--- config.mk ---
export PLATFORM = sky130hd
export DESIGN_NAME = step_bound_reduction_core_flat
export DESIGN_NICKNAME = d
export VERILOG_FILES = /design/src/rtl/sbr_pkg.sv /design/src/rtl/sbr_in_if.sv /design/src/rtl/sbr_out_if.sv /design/src/rtl/step_bound_reduction_core.sv /design/src/rtl/sbr_ctrl.sv /design/src/rtl/sbr_dp.sv /design/src/flat_wrapper.sv
export VERILOG_INCLUDE_DIRS = /design/src /design/src/rtl
export SDC_FILE = /design/constraint.sdc
export NUM_CORES = 1
export LEC_CHECK = 0
export ABC_AREA = 0
export ABC_CLOCK_PERIOD_IN_PS = 10700
export BUFFER_PORTS_ARGS = -buffer_cell sky130_fd_sc_hd__buf_2
export CAP_MARGIN = 20
export CORE_UTILIZATION = 50
export DETAILED_ROUTE_END_ITERATION = 8
export GPL_ROUTABILITY_DRIVEN = 0
export GPL_TIMING_DRIVEN = 0
export PLACE_DENSITY = 0.69
export SYNTH_ARGS = -nofsm -noshare
export SYNTH_HDL_FRONTEND = slang
export SYNTH_HIERARCHICAL = 1
export SYNTH_SLANG_ARGS = --single-unit
--- constraint.sdc ---
create_clock -name clk -period 10.7 [get_ports clk]
set_input_delay 1.07 -clock clk [delete_from_list [all_inputs] [get_ports clk]]
set_output_delay 1.07 -clock clk [all_outputs]
set_load 0.005 [all_outputs]
--- src/rtl/step_bound_reduction_core_macros.svh ---
// Assertion macros shared by the step bound reduction modules.
`ifndef STEP_BOUND_REDUCTION_CORE_MACROS_SVH
`define STEP_BOUND_REDUCTION_CORE_MACROS_SVH

// same-cycle implication, disabled during reset
`define SBR_ASSERT(label, ante, cons, msg) \
    label: assert property (@(posedge clk) disable iff (!rst_n) (ante) |-> (cons)) \
        else $error(msg);

// next-cycle implication, disabled during reset
`define SBR_ASSERT_NEXT(label, ante, cons, msg) \
    label: assert property (@(posedge clk) disable iff (!rst_n) (ante) |=> (cons)) \
        else $error(msg);

`endif

--- src/rtl/sbr_pkg.sv ---
// Shared constants and controller/datapath signal groups for the step bound reduction core.
package sbr_pkg;

    localparam int DATA_WIDTH_DEF = 32;
    localparam int FRAC_BITS_DEF  = 16;

    typedef struct packed {
        logic load;
        logic setup;
        logic step;
        logic ratio;
        logic update;
    } sbr_cmd_t;

    typedef struct packed {
        logic dir_zero;
        logic last;
        logic out_busy;
    } sbr_status_t;

endpackage

--- src/rtl/sbr_in_if.sv ---
// Element input channel: valid/ready handshake with one vector element as payload.
interface sbr_in_if #(
    parameter int DATA_WIDTH = sbr_pkg::DATA_WIDTH_DEF
) ();
    logic                         valid;
    logic                         ready;
    logic signed [DATA_WIDTH-1:0] point_value;
    logic signed [DATA_WIDTH-1:0] lower_bound;
    logic signed [DATA_WIDTH-1:0] upper_bound;
    logic signed [DATA_WIDTH-1:0] direction;
    logic                         last_element;

    modport source (
        output valid, point_value, lower_bound, upper_bound, direction, last_element,
        input  ready
    );

    modport sink (
        input  valid, point_value, lower_bound, upper_bound, direction, last_element,
        output ready
    );
endinterface

--- src/rtl/sbr_out_if.sv ---
// Result output channel: valid/ready handshake carrying the three step bounds.
interface sbr_out_if #(
    parameter int DATA_WIDTH = sbr_pkg::DATA_WIDTH_DEF
) ();
    logic                         valid;
    logic                         ready;
    logic signed [DATA_WIDTH-1:0] nearest_bound_step;
    logic signed [DATA_WIDTH-1:0] wolfe_step;
    logic signed [DATA_WIDTH-1:0] farthest_bound_step;

    modport source (
        output valid, nearest_bound_step, wolfe_step, farthest_bound_step,
        input  ready
    );

    modport sink (
        input  valid, nearest_bound_step, wolfe_step, farthest_bound_step,
        output ready
    );
endinterface

--- src/rtl/step_bound_reduction_core.sv ---
// Top level of the step bound reduction core: controller and datapath.
// Takes one vector element per transaction and forms the step ratio to the bound that the
// direction points at, (upper - point)/direction or (lower - point)/direction, in signed
// fixed point with FRAC_BITS fraction bits, saturated to the data range; a zero direction is
// skipped. The minimum, Wolfe minimum and maximum ratios are kept and, on the element marked
// last, sent as one result transaction and restored to their start values (largest positive,
// largest positive, zero). An element passes through accept, divider setup, DATA_WIDTH + 1
// radix-2 quotient iterations, ratio saturation and the update; an element with zero
// direction goes from divider setup straight to the update. A finished result
// waits in the output register while the next elements are processed; only a second last
// element stalls until it has been taken.
module step_bound_reduction_core #(
    parameter int DATA_WIDTH = sbr_pkg::DATA_WIDTH_DEF,
    parameter int FRAC_BITS  = sbr_pkg::FRAC_BITS_DEF
) (
    input  logic      clk,
    input  logic      rst_n,
    sbr_in_if.sink    elem,
    sbr_out_if.source result
);
    import sbr_pkg::*;

    sbr_cmd_t    cmd;
    sbr_status_t status;
    logic        elem_ready;

    assign elem.ready = elem_ready;

    sbr_ctrl #(
        .DATA_WIDTH (DATA_WIDTH)
    ) u_ctrl (
        .clk        (clk),
        .rst_n      (rst_n),
        .elem_valid (elem.valid),
        .elem_ready (elem_ready),
        .status     (status),
        .cmd        (cmd)
    );

    sbr_dp #(
        .DATA_WIDTH (DATA_WIDTH),
        .FRAC_BITS  (FRAC_BITS)
    ) u_dp (
        .clk          (clk),
        .rst_n        (rst_n),
        .cmd          (cmd),
        .status       (status),
        .point_value  (elem.point_value),
        .lower_bound  (elem.lower_bound),
        .upper_bound  (elem.upper_bound),
        .direction    (elem.direction),
        .last_element (elem.last_element),
        .result       (result)
    );
endmodule

--- src/rtl/sbr_ctrl.sv ---
// Sequencer for the step bound reduction: accept, divider setup, iterations, ratio, update.
`include "step_bound_reduction_core_macros.svh"

module sbr_ctrl #(
    parameter int DATA_WIDTH = sbr_pkg::DATA_WIDTH_DEF
) (
    input  logic                clk,
    input  logic                rst_n,
    input  logic                elem_valid,
    output logic                elem_ready,
    input  sbr_pkg::sbr_status_t status,
    output sbr_pkg::sbr_cmd_t    cmd
);
    import sbr_pkg::*;

    localparam int ITER = DATA_WIDTH + 1;
    localparam int CW   = $clog2(ITER);
    localparam logic [CW-1:0] CNT_LAST = CW'(ITER - 1);

    typedef enum logic [2:0] {
        S_IDLE,
        S_SETUP,
        S_DIV,
        S_RATIO,
        S_UPDATE
    } state_t;

    state_t        state_reg, state_next;
    logic [CW-1:0] cnt_reg, cnt_next;
    logic          emit_stall;

    assign emit_stall = status.last && status.out_busy;

    always_comb
    begin
        state_next = state_reg;
        cnt_next   = cnt_reg;
        unique case (state_reg)
            S_IDLE:
            begin
                if (elem_valid)
                begin
                    state_next = S_SETUP;
                end
            end
            S_SETUP:
            begin
                cnt_next   = '0;
                state_next = status.dir_zero ? S_UPDATE : S_DIV;
            end
            S_DIV:
            begin
                cnt_next = cnt_reg + 1'b1;
                if (cnt_reg == CNT_LAST)
                begin
                    state_next = S_RATIO;
                end
            end
            S_RATIO:
            begin
                state_next = S_UPDATE;
            end
            S_UPDATE:
            begin
                if (!emit_stall)
                begin
                    state_next = S_IDLE;
                end
            end
            default:
            begin
                state_next = S_IDLE;
            end
        endcase
    end

    always_ff @(posedge clk or negedge rst_n)
    begin
        if (!rst_n)
        begin
            state_reg <= S_IDLE;
            cnt_reg   <= '0;
        end
        else
        begin
            state_reg <= state_next;
            cnt_reg   <= cnt_next;
        end
    end

    assign elem_ready = (state_reg == S_IDLE);
    assign cmd.load   = elem_ready && elem_valid;
    assign cmd.setup  = (state_reg == S_SETUP);
    assign cmd.step   = (state_reg == S_DIV);
    assign cmd.ratio  = (state_reg == S_RATIO);
    assign cmd.update = (state_reg == S_UPDATE) && !emit_stall;

    `SBR_ASSERT(a_cmd_onehot, 1'b1, $onehot0(cmd), "more than one datapath command active")
    `SBR_ASSERT(a_emit_free, cmd.update && status.last, !status.out_busy, "result overwritten")
    `SBR_ASSERT_NEXT(a_div_follows, cmd.setup && !status.dir_zero, cmd.step,
                     "divider did not start after setup")
endmodule

--- src/rtl/sbr_dp.sv ---
// Datapath: element registers, radix-2 restoring divider, saturation and running bounds.
`include "step_bound_reduction_core_macros.svh"

module sbr_dp #(
    parameter int DATA_WIDTH = sbr_pkg::DATA_WIDTH_DEF,
    parameter int FRAC_BITS  = sbr_pkg::FRAC_BITS_DEF
) (
    input  logic                         clk,
    input  logic                         rst_n,
    input  sbr_pkg::sbr_cmd_t            cmd,
    output sbr_pkg::sbr_status_t         status,
    input  logic signed [DATA_WIDTH-1:0] point_value,
    input  logic signed [DATA_WIDTH-1:0] lower_bound,
    input  logic signed [DATA_WIDTH-1:0] upper_bound,
    input  logic signed [DATA_WIDTH-1:0] direction,
    input  logic                         last_element,
    sbr_out_if.source                    result
);
    import sbr_pkg::*;

    localparam int DW = DATA_WIDTH;
    localparam int NW = DW + 1 + FRAC_BITS;
    localparam logic [DW:0] DSIGN_Q  = (DW + 1)'(1) << (DW - 1);
    localparam logic [DW:0] MAXPOS_Q = DSIGN_Q - 1'b1;
    localparam logic signed [DW-1:0] MAXPOS = {1'b0, {(DW - 1){1'b1}}};

    // captured element
    logic signed [DW-1:0] x_reg, lo_reg, hi_reg, d_reg;
    logic                 last_reg;

    // divider
    logic [DW-1:0] rem_reg;
    logic [DW:0]   low_reg;
    logic [DW:0]   quo_reg;
    logic [DW-1:0] dmag_reg;
    logic          neg_reg;
    logic          ovf_reg;

    logic signed [DW-1:0] t_reg;
    logic signed [DW-1:0] min_reg, wolfe_reg, max_reg;
    logic signed [DW-1:0] nbs_reg, wolfe_out_reg, fbs_reg;
    logic                 out_valid_reg;

    // setup
    logic [DW-1:0] bnd;
    logic [DW:0]   diff;
    logic [DW:0]   nmag;
    logic [DW-1:0] dmag;
    logic [NW-1:0] numer;
    logic [NW-1:0] top;
    logic          ovf;

    assign bnd   = d_reg[DW-1] ? lo_reg : hi_reg;
    assign diff  = {bnd[DW-1], bnd} - {x_reg[DW-1], x_reg};
    assign nmag  = diff[DW] ? (~diff + 1'b1) : diff;
    assign dmag  = d_reg[DW-1] ? (~d_reg + 1'b1) : d_reg;
    assign numer = NW'(nmag) << FRAC_BITS;
    assign top   = numer >> (DW + 1);
    assign ovf   = (top >= NW'(dmag));

    // one quotient bit
    logic [DW:0] trial;
    logic [DW:0] trial_sub;
    logic        q_bit;

    assign trial     = {rem_reg, low_reg[DW]};
    assign trial_sub = trial - {1'b0, dmag_reg};
    assign q_bit     = (trial >= {1'b0, dmag_reg});

    // saturated signed ratio
    logic [DW:0]   neg_mag;
    logic [DW:0]   neg_val;
    logic [DW-1:0] t_val;

    assign neg_mag = (ovf_reg || (quo_reg > DSIGN_Q)) ? DSIGN_Q : quo_reg;
    assign neg_val = ~neg_mag + 1'b1;

    always_comb
    begin
        if (neg_reg)
        begin
            t_val = neg_val[DW-1:0];
        end
        else if (ovf_reg || (quo_reg > MAXPOS_Q))
        begin
            t_val = MAXPOS_Q[DW-1:0];
        end
        else
        begin
            t_val = quo_reg[DW-1:0];
        end
    end

    // running bounds
    logic                 dir_zero;
    logic signed [DW-1:0] min_new, wolfe_new, max_new;
    logic                 min_pos;

    assign dir_zero = (d_reg == '0);

    always_comb
    begin
        min_new   = min_reg;
        wolfe_new = wolfe_reg;
        max_new   = max_reg;
        min_pos   = 1'b0;
        if (!dir_zero)
        begin
            if (t_reg < min_reg)
            begin
                min_new = t_reg;
            end
            min_pos = !min_new[DW-1] && (min_new != '0);
            if (min_pos && (t_reg < wolfe_reg))
            begin
                wolfe_new = t_reg;
            end
            if (t_reg > max_reg)
            begin
                max_new = t_reg;
            end
        end
    end

    always_ff @(posedge clk)
    begin
        if (cmd.load)
        begin
            x_reg    <= point_value;
            lo_reg   <= lower_bound;
            hi_reg   <= upper_bound;
            d_reg    <= direction;
            last_reg <= last_element;
        end
        if (cmd.setup)
        begin
            rem_reg  <= top[DW-1:0];
            low_reg  <= numer[DW:0];
            quo_reg  <= '0;
            dmag_reg <= dmag;
            neg_reg  <= diff[DW] ^ d_reg[DW-1];
            ovf_reg  <= ovf;
        end
        if (cmd.step)
        begin
            rem_reg <= q_bit ? trial_sub[DW-1:0] : trial[DW-1:0];
            low_reg <= {low_reg[DW-1:0], 1'b0};
            quo_reg <= {quo_reg[DW-1:0], q_bit};
        end
        if (cmd.ratio)
        begin
            t_reg <= t_val;
        end
        if (cmd.update && last_reg)
        begin
            nbs_reg       <= min_new;
            wolfe_out_reg <= wolfe_new;
            fbs_reg       <= max_new;
        end
    end

    always_ff @(posedge clk or negedge rst_n)
    begin
        if (!rst_n)
        begin
            min_reg       <= MAXPOS;
            wolfe_reg     <= MAXPOS;
            max_reg       <= '0;
            out_valid_reg <= 1'b0;
        end
        else
        begin
            if (cmd.update)
            begin
                if (last_reg)
                begin
                    min_reg   <= MAXPOS;
                    wolfe_reg <= MAXPOS;
                    max_reg   <= '0;
                end
                else
                begin
                    min_reg   <= min_new;
                    wolfe_reg <= wolfe_new;
                    max_reg   <= max_new;
                end
            end
            if (cmd.update && last_reg)
            begin
                out_valid_reg <= 1'b1;
            end
            else if (result.ready)
            begin
                out_valid_reg <= 1'b0;
            end
        end
    end

    assign result.valid               = out_valid_reg;
    assign result.nearest_bound_step  = nbs_reg;
    assign result.wolfe_step          = wolfe_out_reg;
    assign result.farthest_bound_step = fbs_reg;

    assign status.dir_zero = dir_zero;
    assign status.last     = last_reg;
    assign status.out_busy = out_valid_reg && !result.ready;

    `SBR_ASSERT(a_max_nonneg, 1'b1, !max_reg[DW-1], "running maximum went negative")
    `SBR_ASSERT(a_min_le_wolfe, 1'b1, min_reg <= wolfe_reg, "Wolfe minimum below running minimum")
    `SBR_ASSERT(a_valid_cause, $rose(out_valid_reg), $past(cmd.update) && $past(last_reg),
                "result raised without a last-element update")
endmodule
--- src/flat_wrapper.sv ---
// flat-port wrapper written by rule: the top's interface ports become plain ports
module step_bound_reduction_core_flat import sbr_pkg::*;
#(
    parameter int DATA_WIDTH = sbr_pkg::DATA_WIDTH_DEF,
    parameter int FRAC_BITS  = sbr_pkg::FRAC_BITS_DEF
)
  (clk, rst_n, elem_valid, elem_point_value, elem_lower_bound, elem_upper_bound, elem_direction, elem_last_element, elem_ready, result_valid, result_nearest_bound_step, result_wolfe_step, result_farthest_bound_step, result_ready);
  sbr_in_if #(.DATA_WIDTH(DATA_WIDTH)) elem_i ();
  sbr_out_if #(.DATA_WIDTH(DATA_WIDTH)) result_i ();
  input  logic clk;
  input  logic rst_n;
  input wire logic [$bits(elem_i.valid)-1:0] elem_valid;
  input wire logic [$bits(elem_i.point_value)-1:0] elem_point_value;
  input wire logic [$bits(elem_i.lower_bound)-1:0] elem_lower_bound;
  input wire logic [$bits(elem_i.upper_bound)-1:0] elem_upper_bound;
  input wire logic [$bits(elem_i.direction)-1:0] elem_direction;
  input wire logic [$bits(elem_i.last_element)-1:0] elem_last_element;
  output wire logic [$bits(elem_i.ready)-1:0] elem_ready;
  output wire logic [$bits(result_i.valid)-1:0] result_valid;
  output wire logic [$bits(result_i.nearest_bound_step)-1:0] result_nearest_bound_step;
  output wire logic [$bits(result_i.wolfe_step)-1:0] result_wolfe_step;
  output wire logic [$bits(result_i.farthest_bound_step)-1:0] result_farthest_bound_step;
  input wire logic [$bits(result_i.ready)-1:0] result_ready;
  assign elem_i.valid = elem_valid;
  assign elem_i.point_value = elem_point_value;
  assign elem_i.lower_bound = elem_lower_bound;
  assign elem_i.upper_bound = elem_upper_bound;
  assign elem_i.direction = elem_direction;
  assign elem_i.last_element = elem_last_element;
  assign elem_ready = elem_i.ready;
  assign result_valid = result_i.valid;
  assign result_nearest_bound_step = result_i.nearest_bound_step;
  assign result_wolfe_step = result_i.wolfe_step;
  assign result_farthest_bound_step = result_i.farthest_bound_step;
  assign result_i.ready = result_ready;
  step_bound_reduction_core #(.DATA_WIDTH(DATA_WIDTH), .FRAC_BITS(FRAC_BITS)) u_core (.clk(clk), .rst_n(rst_n), .elem(elem_i), .result(result_i));
endmodule
# Yosys cells after proc, flatten, opt, wreduce, memory -nomap -nowiden
# Cells that the tools add are included.
[classes] n_addsub=6 magnitude_cmp=7 eq_ne=8 n_mux=31 n_bitwise=4 n_reduce_logical=18
[ops] op="2-to-1 mux 32 bit" count=18
[ops] op="2-to-1 mux 33 bit" count=5
[ops] op="adder 32 x 1 -> 32 bit, second input constant" count=2
[ops] op="less-than comparator 32 bit" count=2
[ops] op="NOT 32 bit" count=2
[ops] op="adder 33 x 1 -> 33 bit, second input constant" count=1
[ops] op=">= comparator 33 x 32 -> 1 bit" count=1
[ops] op="greater-than comparator 33 x 31 -> 1 bit, second input constant" count=1
[ops] op="greater-than comparator 33 x 32 -> 1 bit, second input constant" count=1
[ops] op="NOT 33 bit" count=1
[ops] op="subtractor 32 x 32 -> 33 bit" count=1
[ops] op=">= comparator 16 x 32 -> 1 bit" count=1
[ops] op="greater-than comparator 32 bit" count=1
[ops] op="zero test 32 bit" count=1
[ops] op="nonzero test 32 bit" count=1
[ops] op="subtractor 32 bit" count=1
[ops] op="case mux 3 bit (5 select lines)" count=1
[ops] op="2-to-1 mux 3 bit" count=4
[ops] op="case mux 6 bit (2 select lines)" count=1
[ops] op="logical AND 1 bit" count=7
[ops] op="adder 6 x 1 -> 6 bit, second input constant" count=1
[ops] op="== test 3 x 2 -> 1 bit, second input constant" count=2
[ops] op="== test 6 bit, second input constant" count=1
[ops] op="!= test 2 bit, second input constant" count=3
[ops] op="other kinds (9)" count=14
[word_totals] regBits=479 wordCells=96

# Logic depth before layout (Yosys ltp)
[depth] word_depth=9 mapped_depth=30 ltp_nobuf=25

# By module
# The synthesis kept the hierarchy.
[modules_own_cells] module="sbr_dp" instances=1 cells_per_inst=2418 area_each_um2=26216.4 seq_area_each_um2=13705.6
[modules_own_cells] module="sbr_ctrl" instances=1 cells_per_inst=51 area_each_um2=489.2 seq_area_each_um2=225.2

# Least setup slack after synthesis
# Ideal clock, no wire load.
[synth_timing] kind="register to register" from="reg u_core.u_dp.d_reg[31]" to="reg u_core.u_dp.ovf_reg, data pin" setup_time_ps=261 arrival_ps=6493 t_required_ps=10439 slack_ps=3946 stages_incl_launch_ff=30 n_path_buf=4 cell_sequence="edfxtp_1 clkbuf_1 clkbuf_1 clkbuf_1 clkbuf_1 mux2i_1 inv_1 ha_1 nand2b_1 a21oi_1 nor3_1 xor2_1 o221ai_1 or4b_4 or3_4 nor4_1 a21oi_1 xnor2_1 ha_1 nand2b_1 a21o_1 a21o_1 a21oi_1 nor2b_1 o21ai_0 a21oi_1 o21a_1 o2111ai_1 a21oi_1 o311a_1"
[synth_between] elab_chain_len=6 elab_cells_between_ends=9 cone_classes="add/sub (3); order compare (1); mux (3); bitwise (2)"
[synth_lines] item="from (decl)" line="sbr_dp.sv:28" source="logic signed [DW-1:0] x_reg, lo_reg, hi_reg, d_reg;"
[synth_lines] item="from (signal assigned)" line="sbr_dp.sv:132" source="d_reg <= direction;"
[synth_lines] item="2-to-1 mux 32 bit" line="sbr_dp.sv:53" source="assign bnd = d_reg[DW-1] ? lo_reg : hi_reg;"
[synth_lines] item="subtractor 32 x 32 -> 33 bit" line="sbr_dp.sv:54" source="assign diff = {bnd[DW-1], bnd} - {x_reg[DW-1], x_reg};"
[synth_lines] item="NOT 33 bit" line="sbr_dp.sv:55" source="assign nmag = diff[DW] ? (~diff + 1'b1) : diff;"
[synth_lines] item="adder 33 x 1 -> 33 bit" line="sbr_dp.sv:55"
[synth_lines] item="2-to-1 mux 33 bit" line="sbr_dp.sv:55"
[synth_lines] item=">= comparator 16 x 32 -> 1 bit *" line="sbr_dp.sv:59" source="assign ovf = (top >= NW'(dmag));"
[synth_lines] item="named net u_core.u_dp.ovf" line="sbr_dp.sv:51" source="logic ovf;"
[synth_lines] item="to (signal assigned)" line="sbr_dp.sv:142" source="ovf_reg <= ovf;"
[synth_lines] item="to (decl)" line="sbr_dp.sv:37" source="logic ovf_reg;"
# Mark *: on every way through the listed nets, which the timed path passes. The rest lies on a longest branch.
# A chain may end at the register's enable or synchronous reset.

# Final worst setup path
# Same ends and word-level chain as after synthesis.

==> impl_metrics.py <==
metrics = {
    "logic_synthesis": {
        "syn_avg_cell_area_sq_um": 10.8,
        "syn_area_sq_mm": 0.0267,
        "synthArstFlopShare": 0.221,
        "ys_seq_area_frac": 0.522,
        "synth_cells": 2469,
        "yosysWarnings": 6,
        "synth_fp_nets": 2783,
        "yosysUniqueCellTypes": 90,
        "synth_seq_cells": 479,
        "ys.flop_type": "edfxtp_1",
        "synth_edf_count": 373,
    },
    "route": {
        "wl_met2_microns": 31700,
        "route.met3.wl_microns": 3140,
        "postRouteWirelength_microns": 63600,
        "drtAntennaViolNets": 0,
        "vias_per_cell": 5.76,
        "highest_layer": "met4",
        "vias": 20088,
        "firstDrtPassIters": 7,
        "drtIter0Drc": 1488,
        "wl_per_cell_microns": 18.2,
        "drcViolationCount": 0,
        "wl_met1_microns": 26700,
    },
    "worst_setup_path": {
        "startpoint_type": "flip-flop",
        "cp-startpoint": "u_core/u_dp/d_reg[31]",
        "cp_max_fo": 10,
        "cpMostUsedCell": "a21oi_1",
        "endpoint": "u_core/u_dp/ovf_reg",
        "r2r_cells": 29,
        "slowest_stage": "clkbuf_1",
        "r2r-end": "u_core/u_dp/ovf_reg",
        "cp.arrival_ns": 8.85,
        "rrSetupSlack_ns": 2.16,
        "worstPathRequired_ns": 11.01,
        "critPathCaptureType": "flip-flop",
        "path_class": "reg -> reg",
        "max_stage_delay_ns": 0.63,
        "worstReg2RegStart": "u_core/u_dp/d_reg[31]",
    },
    "grt": {
        "grt_pass1_vias": 19911,
        "antenna_found_initial": 0,
        "grt_usage": 0.235,
        "grt_max_degree": 76,
        "grt_pass1_wl_microns": 102000,
        "grt_overflow_total": 0,
    },
    "sta": {
        "holdWs_ns": 0.445,
        "hold_viol": 0,
        "fin_crit_sh": 0.798,
        "finClkSkew_ns": 0.0235,
        "rsz0062_at_grt": "false",
        "fmax_ghz": 0.117,
        "post-route-min-period_ns": 8.54,
        "maxSlewViolCount": 0,
        "tns_ns": 0,
        "setup_slack_ns": 2.16,
        "worst_pin_slew_ns": 0.996,
        "max-slew-margin-rel": 0.330,
        "setup_viol": 0,
    },
    "power_and_ir_drop": {
        "power_switching_mw": 3.91,
        "peakVddDrop_mv": 0.165,
        "power_mw": 9.56,
        "leakagePower_nw": 12.5,
        "power.density_mw_per_mm2": 314,
        "p_comb_frac": 0.475,
        "internal_power_mw": 5.65,
        "power_frac_seq": 0.347,
        "power.switching_fraction": 0.409,
        "p_clk_frac": 0.178,
    },
    "floorplanning": {
        "initial_core_util": 0.507,
        "die_y_microns": 233,
        "io_pins": 231,
        "die-width_microns": 233,
        "coreArea_sq_mm": 0.0527,
        "fp.dieArea_sq_mm": 0.0543,
        "rows": 84,
    },
    "placement": {
        "postPlaceCellArea_sq_mm": 0.0289,
        "placed_cells_incl_taps": 3393,
        "port_buffers": 230,
        "place_ws_ns": 2.12,
        "dp_hpwl_microns": 47600,
    },
    "cts": {
        "cts_buffers": 51,
        "clock_latency_ns": 0.59,
        "holdBufCountCts": 0,
        "cts_tree": "yes",
        "clk_pin_slew_ns": 0.06,
        "htree_levels": 2,
        "ctsResizeCount": 0,
        "cts_sinks": 479,
        "cts_setup_buffers": 0,
        "clockRootBuffer": "clkbuf_16",
        "clock_path_buffers": 3,
    },
    "hold_path": {
        "hold_path.class": "in -> async",
    },
    "finish": {
        "fillCellCount": 4435,
        "final_util": 0.579,
        "final_common_cell": "edfxtp_1",
        "final-instance-count-excl-fill": 3486,
        "drive_above_1_share": 0.160,
        "layout_common_cells": "edfxtp_1, buf_2, nand2_1",
        "final_cell_area_sq_mm": 0.0305,
        "largest_reg_flops": 33,
        "fin_nets": 3072,
        "diodes": 0,
        "area_delta_synth_final_pct": 14.2,
    },
    "flow_run": {
        "cap_violations": 0,
    },
    "outcome": {
        "status": "complete, no violations",
    },
}
[power by group through the flow]
stage	Clock [mW]	Sequential (mW)	Combinational, mW
after floorplan	0	3.23	3.30
after global routing	1.82	3.38	5.05
after global placement	0	3.36	4.27
final	1.70	3.32	4.54
after detailed placement	0	3.34	4.47
after CTS	1.74	3.31	4.50
[metal layers]
layer,vias up,GRT usage
met5,-,0
met4,0,0.0864
met3,138,0.0278
met2,632,0.421
met1,9619,0.290
li1,9699,-
[area by class of cell]
type,instances,area [sq um],area share
Buffer,102,392,0.0128
Clock buffer,54,1300,0.0426
Clock inverter,39,312,0.0102
Inverter,213,805,0.0264
Multi-Input combinational cell,1675,11600,0.380
Sequential cell,479,13900,0.457
Tap cell,688,861,0.0282
Timing Repair Buffer,236,1300,0.0428
[worst min-delay path by stage]
stage,start,end
2_1_floorplan,u_core/u_ctrl/cnt_reg[5],u_core/u_ctrl/cnt_reg[5]
3_3_place_gp,u_core/u_ctrl/cnt_reg[5],u_core/u_ctrl/cnt_reg[5]
3_5_place_dp,u_core/u_dp/max_reg[28],u_core/u_dp/max_reg[28]
4_1_cts,rst_n,u_core/u_dp/max_reg[16]
5_1_grt,rst_n,u_core/u_dp/max_reg[8]
6_report,rst_n,u_core/u_dp/max_reg[2]
[kinds of logic after synthesis]
logic type | count (synthesis) | share of synthesized area
buffers and inverters | 315 | 0.0448
XOR/XNOR | 106 | 0.0348
multiplexers | 52 | 0.0212
AND/OR/NAND/NOR | 670 | 0.125
flip-flops | 479 | 0.522
adder cells (fa/ha/maj) | 181 | 0.0854
AO/OA/AOI/OAI | 666 | 0.167
[worst max-delay path, delay by kind of cell, from the launching register on]
kind	cells	cell delay, ns
mux	1	0.37
xor+xnor	2	0.65
flops	1	0.36
compound gates	12	2.20
fa+ha+maj	2	0.56
simple gates	7	2.20
buf+inv	5	1.92
[synthesized netlist by cell type, drive strengths merged, types with 22 or more instances]
cell	n	area, sq um
edfxtp	373	11200
nand2	222	833
inv	212	796
o21ai	193	970
ha	179	2240
a21oi	122	611
nor2	121	454
clkbuf	88	330
o22a	67	587
dfstp	62	1630
xnor2	58	508
a21o	52	390
xor2	48	420
and2	47	295
dfrtp	44	1100
nand3	42	210
nor3	42	210
mux2	37	417
nor4	36	225
o21a	36	270
a22o	33	289
nand4	31	194
o31ai	28	215
nand2b	22	138
nor2b	22	145
No activity file was read; power rests on OpenSTA's default activity.
